[src/rtl/bsis_pkg.sv]
// ---------------------------------------------------------------------------
// bsis_pkg: shared types and constants for the binomial series unit
// widths of the fixed-point datapath and the word handed from cell to cell
// ---------------------------------------------------------------------------
package bsis_pkg;

  localparam int MAX_TERMS = 16;
  localparam int FRAC_BITS = 16;

  // field widths
  localparam int X_W   = FRAC_BITS + 1;
  localparam int OUT_W = FRAC_BITS + 4;
  localparam int CNT_W = 5;
  localparam logic [CNT_W-1:0] TERM_RESET = CNT_W'(8);

  // datapath widths
  localparam int MAG_W   = FRAC_BITS + 1;
  localparam int PROD_W  = 2 * MAG_W;
  localparam int K_W     = $clog2(MAX_TERMS);
  localparam int D_W     = K_W + 1;
  localparam int N_W     = $clog2(MAX_TERMS + 1);
  localparam int NUM_W   = MAG_W + D_W + 1;
  localparam int QPROD_W = 2 * NUM_W;
  localparam int SUM_W   = FRAC_BITS + N_W + 2;

  typedef struct packed {
    logic                    valid;
    logic [MAG_W-1:0]        a;
    logic [MAG_W-1:0]        m;
    logic                    neg;
    logic signed [SUM_W-1:0] sum;
    logic [N_W-1:0]          n;
  } cell_data_t;

endpackage

[src/rtl/bsis_ifs.sv]


interface bsis_out_if;
  logic                             valid;
  logic                             ready;
  logic signed [bsis_pkg::OUT_W-1:0] series_value;
  logic                             saturated;

  modport source (output valid, output series_value, output saturated, input ready);
  modport sink (input valid, input series_value, input saturated, output ready);
endinterface

[src/rtl/bsis_out_stage.sv]
// ---------------------------------------------------------------------------
// bsis_out_stage: saturation and output register with skid
// clips the sum to the result range and decouples the receiver
// ---------------------------------------------------------------------------
module bsis_out_stage (
  input  logic                 clk,
  input  logic                 rst,
  input  bsis_pkg::cell_data_t tail,
  output logic                 en,
  bsis_out_if.source           series_out
);

  localparam int SUM_W = bsis_pkg::SUM_W;
  localparam int OUT_W = bsis_pkg::OUT_W;

  localparam logic signed [SUM_W-1:0] SAT_HI =
    {{(SUM_W-OUT_W+1){1'b0}}, {(OUT_W-1){1'b1}}};
  localparam logic signed [SUM_W-1:0] SAT_LO =
    {{(SUM_W-OUT_W+1){1'b1}}, {(OUT_W-1){1'b0}}};

  logic signed [OUT_W-1:0] clip_value;
  logic                    clip_flag;
  logic                    skid_full;
  logic signed [OUT_W-1:0] skid_value;
  logic                    skid_flag;

  always_comb begin
    priority if (tail.sum > SAT_HI) begin
      clip_value = OUT_W'(SAT_HI);
      clip_flag  = 1'b1;
    end else if (tail.sum < SAT_LO) begin
      clip_value = OUT_W'(SAT_LO);
      clip_flag  = 1'b1;
    end else begin
      clip_value = OUT_W'(tail.sum);
      clip_flag  = 1'b0;
    end
  end

  assign en = !skid_full;

  always_ff @(posedge clk) begin
    if (rst) begin
      series_out.valid <= 1'b0;
      skid_full        <= 1'b0;
    end else if (!series_out.valid || series_out.ready) begin
      series_out.valid <= skid_full || tail.valid;
      skid_full        <= 1'b0;
    end else if (tail.valid && !skid_full) begin
      skid_full <= 1'b1;
    end
    if (!series_out.valid || series_out.ready) begin
      series_out.series_value <= skid_full ? skid_value : clip_value;
      series_out.saturated    <= skid_full ? skid_flag : clip_flag;
    end else if (tail.valid && !skid_full) begin
      skid_value <= clip_value;
      skid_flag  <= clip_flag;
    end
  end

  a_skid_needs_out: assert property (@(posedge clk) disable iff (rst)
    skid_full |-> series_out.valid)
    else $error("skid holds a result while the output register is empty");

  a_skid_holds: assert property (@(posedge clk) disable iff (rst)
    skid_full && !series_out.ready |=> skid_full)
    else $error("skid result dropped during a stall");

  a_skid_catch: assert property (@(posedge clk) disable iff (rst)
    en && tail.valid && series_out.valid && !series_out.ready |=> skid_full)
    else $error("pipeline result lost while output stalled");

  a_sat_limit: assert property (@(posedge clk) disable iff (rst)
    series_out.valid && series_out.saturated |->
      (series_out.series_value == OUT_W'(SAT_HI) ||
       series_out.series_value == OUT_W'(SAT_LO)))
    else $error("saturated flag set on an unclipped value");

endmodule

[src/flat_wrapper.sv]
// flat-port wrapper written by rule: the top's interface ports become plain ports
module bsis_out_stage_flat 
  (clk, rst, tail, en, series_out_valid, series_out_series_value, series_out_saturated, series_out_ready);
  bsis_out_if series_out_i ();
  input  logic clk;
  input  logic rst;
  input  bsis_pkg::cell_data_t tail;
  output logic en;
  output wire logic [$bits(series_out_i.valid)-1:0] series_out_valid;
  output wire logic [$bits(series_out_i.series_value)-1:0] series_out_series_value;
  output wire logic [$bits(series_out_i.saturated)-1:0] series_out_saturated;
  input wire logic [$bits(series_out_i.ready)-1:0] series_out_ready;
  assign series_out_valid = series_out_i.valid;
  assign series_out_series_value = series_out_i.series_value;
  assign series_out_saturated = series_out_i.saturated;
  assign series_out_i.ready = series_out_ready;
  bsis_out_stage u_core (.clk(clk), .rst(rst), .tail(tail), .en(en), .series_out(series_out_i));
endmodule
[config.mk]
export PLATFORM = sky130hd
export DESIGN_NAME = bsis_out_stage_flat
export DESIGN_NICKNAME = d
export VERILOG_FILES = /design/src/rtl/bsis_pkg.sv /design/src/rtl/bsis_ifs.sv /design/src/rtl/bsis_out_stage.sv /design/src/flat_wrapper.sv
export SDC_FILE = /design/constraint.sdc
export NUM_CORES = 1
export LEC_CHECK = 0
export BUFFER_PORTS_ARGS = -buffer_cell sky130_fd_sc_hd__buf_2
export CORE_MARGIN = 2
export CORE_UTILIZATION = 27
export CTS_BUF_LIST = sky130_fd_sc_hd__clkbuf_4
export DETAILED_ROUTE_END_ITERATION = 16
export SETUP_SLACK_MARGIN = 0.3
export SLEW_MARGIN = 25
export SYNTH_ARGS = -nofsm -noshare
export SYNTH_HDL_FRONTEND = slang
export SYNTH_SLANG_ARGS = --single-unit
export TNS_END_PERCENT = 30
[constraint.sdc]
create_clock -name clk -period 7.83 [get_ports clk]
set_input_delay 0.3915 -clock clk [delete_from_list [all_inputs] [get_ports clk]]
set_output_delay 0.3915 -clock clk [all_outputs]
set_load 0.01 [all_outputs]
-- Word level (Yosys, flattened, before mapping)
Index checks and enable logic that the tools add are counted.
- bits of input ports: 67
- bits in latches: 0
- memories kept: 0
- logic and storage cells: 22
- register bits: 44
- output and inout port bits: 23
- memory bits (writable): 0
- ROM bits: 0
- reductions and logical operators: 7
- multiply operators: 0
- equality and inequality tests: 0
- bitwise gates (word level): 1
- add/sub/neg operators: 0
- divide/modulo/power cells: 0
- multiplexer cells: 6
- shift operators: 0
- order comparisons: 2
- operator list (operator ; number):
    $mux W20 ; 3
    $gt A23 B20 Y1 const B ; 1
    $lt A23 B20 Y1 const B ; 1
    $mux W1 ; 3
    $logic_not A1 Y1 ; 2
    $logic_or A1 B1 Y1 ; 2
    $reduce_and A2 Y1 ; 1
    $reduce_or A2 Y1 ; 1
    $logic_and A1 B1 Y1 ; 1
    $not A1 Y1 ; 1

-- Depth between registers and ports, before layout
- depth in word-level cells: 4
- gate-level depth with buffers: 5
- gate-level depth less buffers: 3

-- Worst setup path after synthesis
No wires, ideal clock.
- path kind: input to register
- start point: input series_out_ready
- end point: register u_core.skid_flag, enable pin
- cell stages on the path: 2
- arrival: 2.660 ns
- setup time: 0.430 ns
- data required time: 7.400 ns
- buffers on the path: 0
- slack: 4.740 ns
- cell sequence: nand2b_1 nor3b_1
- longest elaborated chain between the ends: 3
- ends and longest elaborated chain (element ; line ; source):
    start: declaration ; flat_wrapper.sv:12 ; input wire logic [$bits(series_out_i.ready)-1:0] series_out_ready;
    $logic_or A1 B1 Y1 ; bsis_out_stage.sv:52 ; if (!series_out.valid || series_out.ready) begin
    $not A1 Y1 (no source line) ; -- ;
    $reduce_and A2 Y1 (no source line) ; -- ;
    end signal: assignment ; bsis_out_stage.sv:57 ; skid_flag <= clip_flag;
    end: declaration ; bsis_out_stage.sv:25 ; logic skid_flag;
No other way between the ends.
A chain may end at the register's enable or synchronous reset.

-- Worst setup path after layout
- start point: register u_core.skid_full
- end point: register u_core.series_out.series_value[17] (data pin)
- longest elaborated chain between the ends: 1
- ends and longest elaborated chain (element ; line ; source):
    start: declaration ; bsis_out_stage.sv:23 ; logic skid_full;
    start signal: assignment ; bsis_out_stage.sv:45 ; skid_full <= 1'b0;
    start signal: assignment ; bsis_out_stage.sv:48 ; skid_full <= 1'b0;
    start signal: assignment ; bsis_out_stage.sv:50 ; skid_full <= 1'b1;
    $mux W20 ; bsis_out_stage.sv:53 ; series_out.series_value <= skid_full ? skid_value : clip_value;
    end signal: assignment ; bsis_out_stage.sv:53 ;
    end: declaration ; bsis_ifs.sv:9 ; modport source (output valid, output series_value, output saturated, input ready);
No other way between the ends.

==> impl_summary.log <==
[metrics] worst clock skew: 0.004869 ns
[metrics] vias after detailed routing: 1239
[metrics] final worst path period need: 2.061 ns
[metrics] I/O pin cnt: 90
[metrics] met2 global-route usage: 0.1860
[metrics] critical setup path kind: flop to flop
[metrics] average wire length per cell after detail routing: 15.35 um
[metrics] Worst-Margin Slew: 0.7462 ns
[metrics] worst vdd ir: 0.00005849 V
[metrics] post-route DRC violation count: 0
[metrics] full die area: 7435 um2
[metrics] quantity of gates resized following cts: 0
[metrics] Clock Tree Root: clkbuf_4
[metrics] setup TNS after final layout: 0 ns
[metrics] clk slew on worst S/H paths: 0.12 ns
[metrics] sum of overflow across all layers after global routing: 0
[metrics] largest area contributor in the synthesized netlist: edfxtp_1
[metrics] global routing usage on met3: 0.03143
[metrics] count of yosys warnings during synthesis: 0
[metrics] count of hold buffers inserted by post-cts repair: 0
[metrics] Req. time, crit path: 7.92 ns
[metrics] net count of the mapped netlist: 195
[metrics] number of setup buffers added after CTS: 0
[metrics] global-route wire length before repair: 6.058 mm
[metrics] CP endpoint kind: flop
[metrics] die width: 86.23 um
[metrics] Num CTS Buffers: 5
[metrics] total of max-cap violations: 0
[metrics] number of hold violations in the final report: 0
[metrics] final worst slack: 5.769 ns
[metrics] clock tree from TritonCTS: built
[metrics] number of antenna violations at the first check in global routing: 0
[metrics] setup violators final: 0
[metrics] top post-synthesis cells by area: edfxtp_1 69%, o21ai_0 9.9%, a2bb2oi_1 8.6%
[metrics] number of nets with antenna violations after routing: 0
[metrics] #FFs+latches synth: 44
[metrics] Synth Instances: 128
[metrics] Tot GR Track Use: 0.1092
[metrics] Max clock buf depth: 2
[metrics] static power due to leakage: 0.7821 nW
[metrics] Hold WC Path Type: primary input to flop
[metrics] Top Usage Layer GRT: met2
[metrics] overall routed net length: 3.869 mm
[metrics] Synth top area share: 0.6909
[metrics] outcome: completed
[metrics] Chip Height: 86.23 um
[metrics] # port buffers: 49
[metrics] mean instance size in the synthesized netlist: 14.26 um2
[metrics] Std-Cell Core Area: 6459 um2
[metrics] Sink Count: 44
[metrics] pin count of the biggest net entering global routing: 25
[metrics] Seq/Total Area, Yosys: 0.7128
[metrics] met1 track demand over resource in global routing: 0.1288
[metrics] Worst EP arrival: 2.15 ns
[metrics] Syn-to-layout area delta: 19.05%
[metrics] count of antenna diodes in the layout: 0
[metrics] worst hold slack after final layout: 0.1915 ns
[metrics] unrepaired setup endpoints after global routing: false
[metrics] Post-Route Utilization: 0.3365
[metrics] cell area after synthesis: 1826 um2
[metrics] RePlAce Congestion: 0.6750
[metrics] maximum net fanout on the critical path: 22
[metrics] Layout fillers: 682
[metrics] power per standard cell area: 199.3 nW/um2
[metrics] Via-to-Cell Ratio: 4.917
[metrics] Final HPWL DP: 2.492 mm
[metrics] Relative slew margins: 0.5020
[metrics] Worst-Skew Late Latency: 0.35 ns
[metrics] post-route standard cell area excluding fillers: 2173 um2
[metrics] nets: 241
[metrics] critical path startpoint category: flop
[metrics] number of iterations in the first detailed-routing pass: 4
[metrics] achievable clock frequency: 485.3 MHz
[metrics] H-tree levels: 2
[metrics] share of cells above drive strength 1: 0.3600
[metrics] setup slack after placement: 5.708 ns
[metrics] row count: 29
[metrics] Placement Cell Area: 2122 um2
[metrics] starting density of the core: 0.2826
[metrics] final count of pins violating max slew: 0
[metrics] vias in the first global route: 1224
[metrics] Initial DRC Count: 37
[metrics] number of distinct library cells after synthesis: 22
[metrics] final clock period utilization by the worst path: 0.2632
[logic make-up (layout without fill, tap and decap cells)]
logic type,after synthesis,in the layout,share of synthesized area
muxes,2,2,0.01165
buffers and inverters,15,62,0.04387
DFF,44,44,0.7128
AOI/OAI and AO/OA,60,60,0.2084
and+or+nand+nor,7,7,0.02330
[cell type report]
type	instances	area, um2	share of cell area
Inverter	2	7.507	0.003454
Timing Repair Buffer	52	267.8	0.1232
Tap cell	77	96.34	0.04433
Clock buffer	5	37.54	0.01727
Sequential cell	44	1301	0.5987
Multi-Input combinational cell	69	449.2	0.2067
Clock inverter	3	13.76	0.006333
[final timing paths]
path	startpoint	slack (ns)	depth (start not counted)	end
min reg2reg	u_core.skid_value[19]	0.55	2	u_core.series_out.series_value[19]
min	rst	0.19	2	u_core.series_out.valid
max	u_core.skid_full	5.77	3	u_core.series_out.series_value[17]
max reg2reg	u_core.skid_full	5.77	3	u_core.series_out.series_value[17]
[state kept, by name (all words and copies together), names as in the netlist]
signal                          flops
u_core.series_out.saturated         1
u_core.skid_value                  20
u_core.skid_flag                    1
u_core.series_out.series_value     20
u_core.skid_full                    1
u_core.series_out.valid             1
[stage by stage]
step / total power [mW] / std cells
6_report: 0.4332 / 252
5_1_grt: 0.4525 / 252
4_1_cts: 0.4385 / 252
3_5_place_dp: 0.3372 / 244
3_3_place_gp: 0.3361 / 244
2_1_floorplan: 0.3150 / 128
[critical path: stages (launching register included)]
cell and delay, ns:
dfxtp_1 0.37, inv_1 0.56, o21a_1 0.71, a2bb2oi_1 0.15
[synth_stat cells]
master,instances
a21oi_1,1
mux2i_1,1
nand2_1,1
nor2_1,1
clkbuf_1,6
o21a_1,1
a2bb2oi_2,1
nor3_2,1
buf_2,4
a2bb2oi_1,18
nor3b_1,1
dfxtp_1,2
edfxtp_1,42
buf_4,1
o21ai_0,36
nor3_1,1
mux2_2,1
inv_1,2
nand2b_1,1
buf_6,2
o21ai_1,3
and3_1,1
[layer usage]
| layer | vias up | part of all wire |
|---|---|---|
| met5 | - | 0 |
| met4 | 0 | 0.019 |
| met3 | 5 | 0.055 |
| met2 | 30 | 0.52 |
| met1 | 614 | 0.40 |
| li1 | 590 | - |
[where the power goes]
group          internal, mW  switching [mW]  leakage (nW)
Sequential            0.275         0.00336         0.414
Clock                0.0330          0.0697        0.0324
Combinational        0.0217          0.0307         0.336
Total                 0.329           0.104         0.782
[layout by cell type, fill, tap and decap left out, types with 2 or more instances in the layout]
| cell type | instances |
|---|---|
| buf_2 | 49 |
| o21ai_0 | 36 |
| edfxtp_1 | 42 |
| inv_1 | 2 |
| o21ai_1 | 3 |
| clkbuf_4 | 5 |
| clkinv_2 | 2 |
| dfxtp_1 | 2 |
| a2bb2oi_1 | 18 |
| buf_4 | 3 |
Note: power is estimated with default switching activity, not from simulation.
