$ cat config.mk
export PLATFORM = sky130hd
export DESIGN_NAME = bsis_cell
export DESIGN_NICKNAME = d
export VERILOG_FILES = /design/src/rtl/bsis_pkg.sv /design/src/rtl/bsis_cell.sv
export SDC_FILE = /design/constraint.sdc
export NUM_CORES = 2
export LEC_CHECK = 0
export BUFFER_PORTS_ARGS = -buffer_cell sky130_fd_sc_hd__buf_4
export CORE_ASPECT_RATIO = 1.1
export CORE_UTILIZATION = 40
export DETAILED_ROUTE_END_ITERATION = 16
export GPL_TIMING_DRIVEN = 0
export SETUP_SLACK_MARGIN = 0.05
export SYNTH_ARGS = -nofsm -noshare
export SYNTH_HDL_FRONTEND = slang
export SYNTH_SLANG_ARGS = --single-unit
$ cat constraint.sdc
create_clock -name clk -period 13.9 [get_ports clk]
set_clock_uncertainty 0.15 [all_clocks]
set_input_delay 0.695 -clock clk [delete_from_list [all_inputs] [get_ports clk]]
set_output_delay 0.695 -clock clk [all_outputs]
set_load 0.05 [all_outputs]
$ cat src/rtl/bsis_pkg.sv
// ---------------------------------------------------------------------------
// bsis_pkg: shared types and constants for the binomial series unit
// widths of the fixed-point datapath and the word handed from cell to cell
// ---------------------------------------------------------------------------
package bsis_pkg;

  localparam int MAX_TERMS = 16;
  localparam int FRAC_BITS = 16;

  // field widths
  localparam int X_W   = FRAC_BITS + 1;
  localparam int OUT_W = FRAC_BITS + 4;
  localparam int CNT_W = 5;
  localparam logic [CNT_W-1:0] TERM_RESET = CNT_W'(8);

  // datapath widths
  localparam int MAG_W   = FRAC_BITS + 1;
  localparam int PROD_W  = 2 * MAG_W;
  localparam int K_W     = $clog2(MAX_TERMS);
  localparam int D_W     = K_W + 1;
  localparam int N_W     = $clog2(MAX_TERMS + 1);
  localparam int NUM_W   = MAG_W + D_W + 1;
  localparam int QPROD_W = 2 * NUM_W;
  localparam int SUM_W   = FRAC_BITS + N_W + 2;

  typedef struct packed {
    logic                    valid;
    logic [MAG_W-1:0]        a;
    logic [MAG_W-1:0]        m;
    logic                    neg;
    logic signed [SUM_W-1:0] sum;
    logic [N_W-1:0]          n;
  } cell_data_t;

endpackage

$ cat src/rtl/bsis_cell.sv
// ---------------------------------------------------------------------------
// bsis_cell: one series term
// four stages: a*m, round and scale by (2k-1), reciprocal multiply,
// quotient correction and accumulate
// ---------------------------------------------------------------------------
module bsis_cell (
  input  logic                            clk,
  input  logic                            rst,
  input  logic                            en,
  input  logic [bsis_pkg::K_W-1:0]        k_index,
  input  logic [bsis_pkg::NUM_W-1:0]      recip,
  input  bsis_pkg::cell_data_t            up,
  output bsis_pkg::cell_data_t            down
);

  localparam int MAG_W   = bsis_pkg::MAG_W;
  localparam int PROD_W  = bsis_pkg::PROD_W;
  localparam int NUM_W   = bsis_pkg::NUM_W;
  localparam int QPROD_W = bsis_pkg::QPROD_W;
  localparam int SUM_W   = bsis_pkg::SUM_W;
  localparam int N_W     = bsis_pkg::N_W;
  localparam int D_W     = bsis_pkg::D_W;
  localparam int F       = bsis_pkg::FRAC_BITS;

  // carried fields per stage
  logic                    s1_valid, s2_valid, s3_valid;
  logic [MAG_W-1:0]        s1_m, s2_m, s3_m;
  logic                    s1_neg, s2_neg, s3_neg;
  logic signed [SUM_W-1:0] s1_sum, s2_sum, s3_sum;
  logic [N_W-1:0]          s1_n, s2_n, s3_n;

  logic [PROD_W-1:0]  s1_prod;
  logic [NUM_W-1:0]   s2_num;
  logic [NUM_W-1:0]   s3_num;
  logic [QPROD_W-1:0] s3_qprod;

  logic [D_W-1:0]          d_even;
  logic [D_W-1:0]          d_odd;
  logic [PROD_W:0]         rounded;
  logic [MAG_W-1:0]        p;
  logic [NUM_W-1:0]        q_est;
  logic [NUM_W:0]          rem;
  logic [NUM_W-1:0]        q;
  logic [MAG_W-1:0]        a_k;
  logic                    active;
  logic signed [SUM_W-1:0] term;
  logic signed [SUM_W-1:0] sum_next;

  assign d_even  = {k_index, 1'b0};
  assign d_odd   = d_even - D_W'(1);
  assign rounded = (PROD_W+1)'(s1_prod) + (PROD_W+1)'(1 << (F - 1));
  assign p       = MAG_W'(rounded >> F);

  // reciprocal estimate is low by at most one
  assign q_est = NUM_W'(s3_qprod >> NUM_W);
  assign rem   = (NUM_W+1)'(s3_num) - (NUM_W+1)'(q_est * NUM_W'(d_even));
  assign q     = (rem >= (NUM_W+1)'(d_even)) ? q_est + NUM_W'(1) : q_est;
  assign a_k   = MAG_W'(q);

  assign active   = N_W'(k_index) < s3_n;
  assign term     = $signed(SUM_W'(a_k));
  assign sum_next = !active ? s3_sum :
                    (s3_neg && k_index[0]) ? s3_sum - term : s3_sum + term;

  always_ff @(posedge clk) begin
    if (rst) begin
      s1_valid   <= 1'b0;
      s2_valid   <= 1'b0;
      s3_valid   <= 1'b0;
      down.valid <= 1'b0;
    end else if (en) begin
      s1_valid   <= up.valid;
      s2_valid   <= s1_valid;
      s3_valid   <= s2_valid;
      down.valid <= s3_valid;
    end
    if (en) begin
      s1_prod  <= PROD_W'(up.a) * PROD_W'(up.m);
      s1_m     <= up.m;
      s1_neg   <= up.neg;
      s1_sum   <= up.sum;
      s1_n     <= up.n;

      s2_num   <= NUM_W'(p) * NUM_W'(d_odd) + NUM_W'(k_index);
      s2_m     <= s1_m;
      s2_neg   <= s1_neg;
      s2_sum   <= s1_sum;
      s2_n     <= s1_n;

      s3_qprod <= QPROD_W'(s2_num) * QPROD_W'(recip);
      s3_num   <= s2_num;
      s3_m     <= s2_m;
      s3_neg   <= s2_neg;
      s3_sum   <= s2_sum;
      s3_n     <= s2_n;

      down.a   <= a_k;
      down.m   <= s3_m;
      down.neg <= s3_neg;
      down.sum <= sum_next;
      down.n   <= s3_n;
    end
  end

endmodule

==> Word level (Yosys, flattened, before mapping) <==
Index checks and enable logic that the tools add are counted.
{ "classes": {"add_sub_neg": 7, "mul": 4, "n_lt_le_gt_ge": 2, "mux": 3, "reduce_logical": 1} }
{ "ops": {"columns": ["operator", "n"], "rows": [
  ["$mul A23 B23 Y46", 1],
  ["$mux W23", 2],
  ["$add A33 B16 Y33 const B", 1],
  ["$mul A17 B17 Y33", 1],
  ["$ge A24 B5 Y1", 1],
  ["$sub A23 B24 Y24", 1],
  ["$add A22 B4 Y23", 1],
  ["$add A23 B18 Y23", 1],
  ["$mul A23 B4 Y23", 1],
  ["$sub A23 B18 Y23", 1],
  ["$mul A17 B5 Y22", 1],
  ["$add A17 B1 Y17 const B", 1],
  ["$mux W17", 1],
  ["$lt A4 B5 Y1", 1],
  ["$sub A5 B1 Y5 const B", 1],
  ["$logic_and A1 B1 Y1", 1]
]} }
{ "word_totals": {"ff_bits": 330, "input_bits": 94, "out_inout_bits": 64} }

==> Depth between registers and ports, before layout <==
{ "depth": {"ltp_word": 7, "mapped_depth": 52} }

==> Least setup slack after synthesis <==
Ideal clock, no wire load.
{ "synth_path": {"kind": "input to register", "startpoint": "in k_index[3] in the netlist's numbering", "endpoint": "reg down[27] in the netlist's numbering (data pin)", "setup_ns": 0.259, "arrival_time_ns": 10.659, "slack_ns": 2.832, "stages": 50, "n_path_buf": 4, "path_cell_list": "clkbuf_1 -> clkbuf_1 -> nand2_1 -> fa_1 -> inv_1 -> fa_1 -> ha_1 -> a21o_1 -> a21oi_1 -> o21ai_0 -> a21oi_1 -> o21bai_1 -> a21o_1 -> a21oi_1 -> o21ai_0 -> a21oi_1 -> o31ai_1 -> a221o_1 -> (+14 left out) -> ha_1 -> nand2b_1 -> a21oi_1 -> o2bb2ai_2 -> o31a_1 -> xnor2_1 -> ha_1 -> and2_1 -> o21a_1 -> a41oi_1 -> a211o_1 -> o21a_1 -> a21oi_1 -> a211oi_1 -> nand3b_1 -> o32a_1 -> o21ai_0 -> nor3_2"} }
{ "synth_via": {"elab_chain_cells": 7, "word_cells_on_any_way": 9, "classes_between": "add/sub (3); mul (1); order compare (2); mux (3)"} }
{ "synth_rtl": {"columns": ["item", "line", "source"], "rows": [
  ["start, declared", "bsis_cell.sv:10", "input logic [bsis_pkg::K_W-1:0] k_index,"],
  ["$mul A23 B4 Y23", "bsis_cell.sv:56", "assign rem = (NUM_W+1)'(s3_num) - (NUM_W+1)'(q_est * NUM_W'(d_even));"],
  ["$sub A23 B24 Y24", "bsis_cell.sv:56", null],
  ["$ge A24 B5 Y1", "bsis_cell.sv:57", "assign q = (rem >= (NUM_W+1)'(d_even)) ? q_est + NUM_W'(1) : q_est;"],
  ["$mux W17", "bsis_cell.sv:57", null],
  ["$add A23 B18 Y23 / $sub A23 B18 Y23 (equally long branches)", "bsis_cell.sv:63", "(s3_neg && k_index[0]) ? s3_sum - term : s3_sum + term;"],
  ["$mux W23", "bsis_cell.sv:63", null],
  ["$mux W23 *", "bsis_cell.sv:62", "assign sum_next = !active ? s3_sum :"],
  ["via sum_next[22]", "bsis_cell.sv:47", "logic signed [SUM_W-1:0] sum_next;"],
  ["end, declared", "bsis_cell.sv:13", "output bsis_pkg::cell_data_t down"]
]} }
The timed path passes the listed nets; every way through them passes the cells marked *.
A chain may end at the register's enable or synchronous reset.

==> Worst setup path after layout <==
{ "layout_path": {"startpoint": "in k_index[3] in the netlist's numbering", "endpoint": "reg down[24] in the netlist's numbering (data pin)"} }
{ "layout_via": {"elab_chain_cells": 7, "word_cells_on_any_way": 9, "classes_between": "add/sub (3); mul (1); order compare (2); mux (3)"} }
{ "layout_rtl": {"columns": ["item", "line", "source"], "rows": [
  ["$mul A23 B4 Y23", "bsis_cell.sv:56", null],
  ["$sub A23 B24 Y24", "bsis_cell.sv:56", null],
  ["$ge A24 B5 Y1 *", "bsis_cell.sv:57", null],
  ["$mux W17 *", "bsis_cell.sv:57", null],
  ["via q[0]", "bsis_cell.sv:43", "logic [NUM_W-1:0] q;"],
  ["$add A23 B18 Y23 / $sub A23 B18 Y23 (equally long branches)", "bsis_cell.sv:63", null],
  ["$mux W23 *", "bsis_cell.sv:63", null],
  ["$mux W23 *", "bsis_cell.sv:62", null],
  ["via sum_next[19]", "bsis_cell.sv:47", null]
]} }
Marks and branches as above.

==> impl_metrics.csv <==
group,metric,value,unit
run_status,outcome,"complete, no violations",
synthesis,yosysTopAreaCellShare,34.94,%
synthesis,synth_top_family_by_area,"adder cells",
floorplanning,initial_utilization,40.48,%
critical_path,r2r_slack,1160,ps
critical_path,crit_required,14030,ps
grt,grt_antenna_before_repair,2,
critical_path,worstSetupStartpointType,"input port",
synthesis,ys.flop_type,"edfxtp_1",
detailed_routing,drc,0,
layout,fillers,10223,
synthesis,synth_edf_count,288,
synthesis,syn_area,0.04286,mm²
placed_design,hpwl,91020,µm
critical_path,worstSetupPathType,"input port to flop",
clock_network,clkLatencyLatePin,560,ps
synthesis,synthCells,4371,
sta,finalWorstSetupSlack,855.4,ps
synthesis,synth_area_per_cell,9.806,µm²
synthesis,synth_top_area_cell,"fa_1",
synthesis,synth_fa_ha_area_share,46.50,%
layout,fin_nets,5802,
synthesis,yosysWarnings,0,
sta,slew_headroom,24.77,%
critical_path,crit_top_cell,"a21oi_1",
synthesis,ys_ff_latch,292,
synthesis,synthMuxAreaShare,0.4729,%
synthesis,synth.area.top_cells,"fa_1 35%, edfxtp_1 20%, ha_1 12%",
sta,min_period,13040,ps
critical_path,worstPathArrival,13180,ps
placed_design,dp_slack,446.5,ps
critical_path,worst_path_max_delay_cell,"o41ai_1",
sta,hold_slack,152.6,ps
grt,grt_pass1_vias,31413,
floorplanning,num_rows,125,
clock_network,cts.sinks,292,
synthesis,synth-simple-area-share,14.49,%
clock_network,post_cts_buffers,0,
sta,setup_viol,0,
synthesis,synth_fp_nets,5609,
sta,fmax,76.66,MHz
layout,finalNonFillerCells,5990,
sta,rsz0062_at_grt,"no",
placed_design,dp_cells,5921,
clock_network,cts_inserted_buffers,38,
placed_design,io_buffers,151,
clock_network,clockRootBuffer,"clkbuf_16",
clock_network,clk_pin_slew,60,ps
flow_run,maxCapViolCount,0,
worst_hold_path,min_path_type,"input port to flop",
floorplanning,coreArea,0.1059,mm²
grt,gr-total-overflow,0,
layout,multi_input_area,0.03005,mm²
floorplanning,die_h,345.3,µm
synthesis,synth-seq-area-share,20.36,%
sta,final-hold-violation-count,0,
synthesis,post-synth-top-count-cell,"inv_1",
synthesis,async_flop_share,0,%
clock_network,htreeDepth,2,
floorplanning,io_pins,158,
synthesis,synth_compound_area_share,5.497,%
sta,tns,0,ps
layout,areaGrowthSynthToFinish,9.776,%
critical_path,path_max_fanout,10,
clock_network,clockBufferDepth,3,
critical_path,cp-end-kind,"flop",
synthesis,synth_xor_area_share,3.159,%
clock_network,post_cts_resize_count,0,
floorplanning,die_area,0.1085,mm²
floorplanning,die_w,314.1,µm
clock_network,hold_buffers,0,
detailed_routing,dr.pass1.iters,7,
detailed_routing,postRouteAntennaNets,0,
synthesis,ys_types,82,
detailed_routing,avgViaCountPerCell,5.026,
critical_path,crit_path_max_incr_delay,860,ps
grt,grt_pass1_wl,173900,µm
detailed_routing,totalWireLength,109500,µm
layout,regArea,0.008728,mm²
synthesis,synth_common_cells,"899 x inv_1, 748 x fa_1, 736 x nand2_1, 396 x ha_1, 295 x and2_1",
placed_design,gp_congestion,0.9247,
clock_network,cts_tree,"yes",
layout,drive_above_1_share,5.293,%
sta,min_period_over_period,93.85,%
detailed_routing,wl_per_cell,18.28,µm
sta,finalMaxSlewViolations,0,
sta,worst_pin_slew,1100,ps
grt,grt_start_max_net_pins,113,
detailed_routing,dr.first_iter.drc_count,1803,
grt,grt_usage,20.68,%
detailed_routing,vias,30107,
==> registers in the layout, summed over array words and instances (netlist names) <==
register	cells
s2_n	5
s1_neg	1
s2_valid	1
down	64
s3_m	17
s1_n	5
s3_valid	1
s2_sum	23
s2_num	23
s1_prod	18
s1_m	17
s3_qprod	23
s2_neg	1
s1_valid	1
s3_sum	23
s1_sum	23
s3_n	5
s3_neg	1
s2_m	17
s3_num	23
==> layer usage <==
layer / wire, µm / vias to the layer above / track usage [%] / share of wire [%]
met3: 5429 / 198 / 2.507 / 5.0
met1: 44920 / 15161 / 26.09 / 41
met2: 54830 / 846 / 36.24 / 50
li1: - / 13902 / - / -
met4: 4302 / 0 / 7.297 / 3.9
met5: 0 / - / 0 / 0
==> cell type report <==
class                      count  share of cell area, %
antenna                        2                0.01064
sequential                   292                  18.55
clock inverter                25                 0.5850
buffer                       186                  1.502
timing repair buffer         153                  2.542
tap                         1397                  3.715
inverter                     899                  7.172
clock buffer                  42                  2.053
multi-input combinational   2994                  63.87
==> worst paths after layout <==
check	from	to	cells after the start
worst max register to register	s3_qprod[24]	down[24]	48
worst min register to register	s2_sum[18]	s3_sum[18]	0
worst max-delay path	k_index[3]	down[24]	50
worst min-delay path	up[11]	s1_sum[6]	1
==> metrics by stage <==
step / cell area [µm²] / utilization [%]
floorplan: 42860 / -
global placement: 45740 / 43.20
detailed placement: 45810 / 43.26
CTS: 47050 / 44.43
global route: 47050 / 44.43
finish: 47050 / 44.44
==> cells by family (layout without fill, tap and decap cells) <==
| family | Yosys count | in the layout |
|---|---|---|
| flops | 292 | 292 |
| other cells | 0 | 2 |
| compound gates | 352 | 352 |
| simple gates | 1326 | 1326 |
| buf+inv | 1085 | 1305 |
| xor+xnor | 153 | 153 |
| mux | 19 | 19 |
| fa+ha+maj | 1144 | 1144 |
==> layout by cell type, fill, tap and decap left out, types with 6 or more instances in the layout <==
cell type  synthesis  routed
nor2_1            94      94
o21bai_1          11      11
nand2b_1          33      33
or3_1              8       8
o211ai_1           7       7
a21o_1            41      41
and2_1           295     295
a31oi_1           11      11
a2111oi_0          8       8
or2_2              6       6
a211oi_1          13      13
nor3_1            32      32
ha_1             396     396
o21a_1            17      17
nand2_1          736     736
and3_1            19      19
mux2_2             6       6
o31ai_1            9       9
xnor2_1           89      89
nand3_1           40      40
nor2b_1           21      21
o21ai_0           74      74
inv_1            899     899
mux2i_1           12      12
buf_4              0     150
clkbuf_1         181     185
fa_1             748     748
a211o_1            8       8
xor2_1            63      63
clkbuf_16          0      38
clkinv_1           0       6
o41ai_1            6       6
a21oi_1           92      92
edfxtp_1         288     288
nand4_1           12      12
==> worst max-delay path: cells and delay by family <==
kind,cells,cell delay (ps)
AOI/OAI and AO/OA,25,6090
adders and majority gates,6,2160
and+or+nand+nor,9,1990
buffers and inverters,7,1580
xor gates and xnor gates,2,550
muxes,1,130
Power is not shown: default switching activity piles up to over one toggle a cycle in this logic, so the estimate is an artifact.
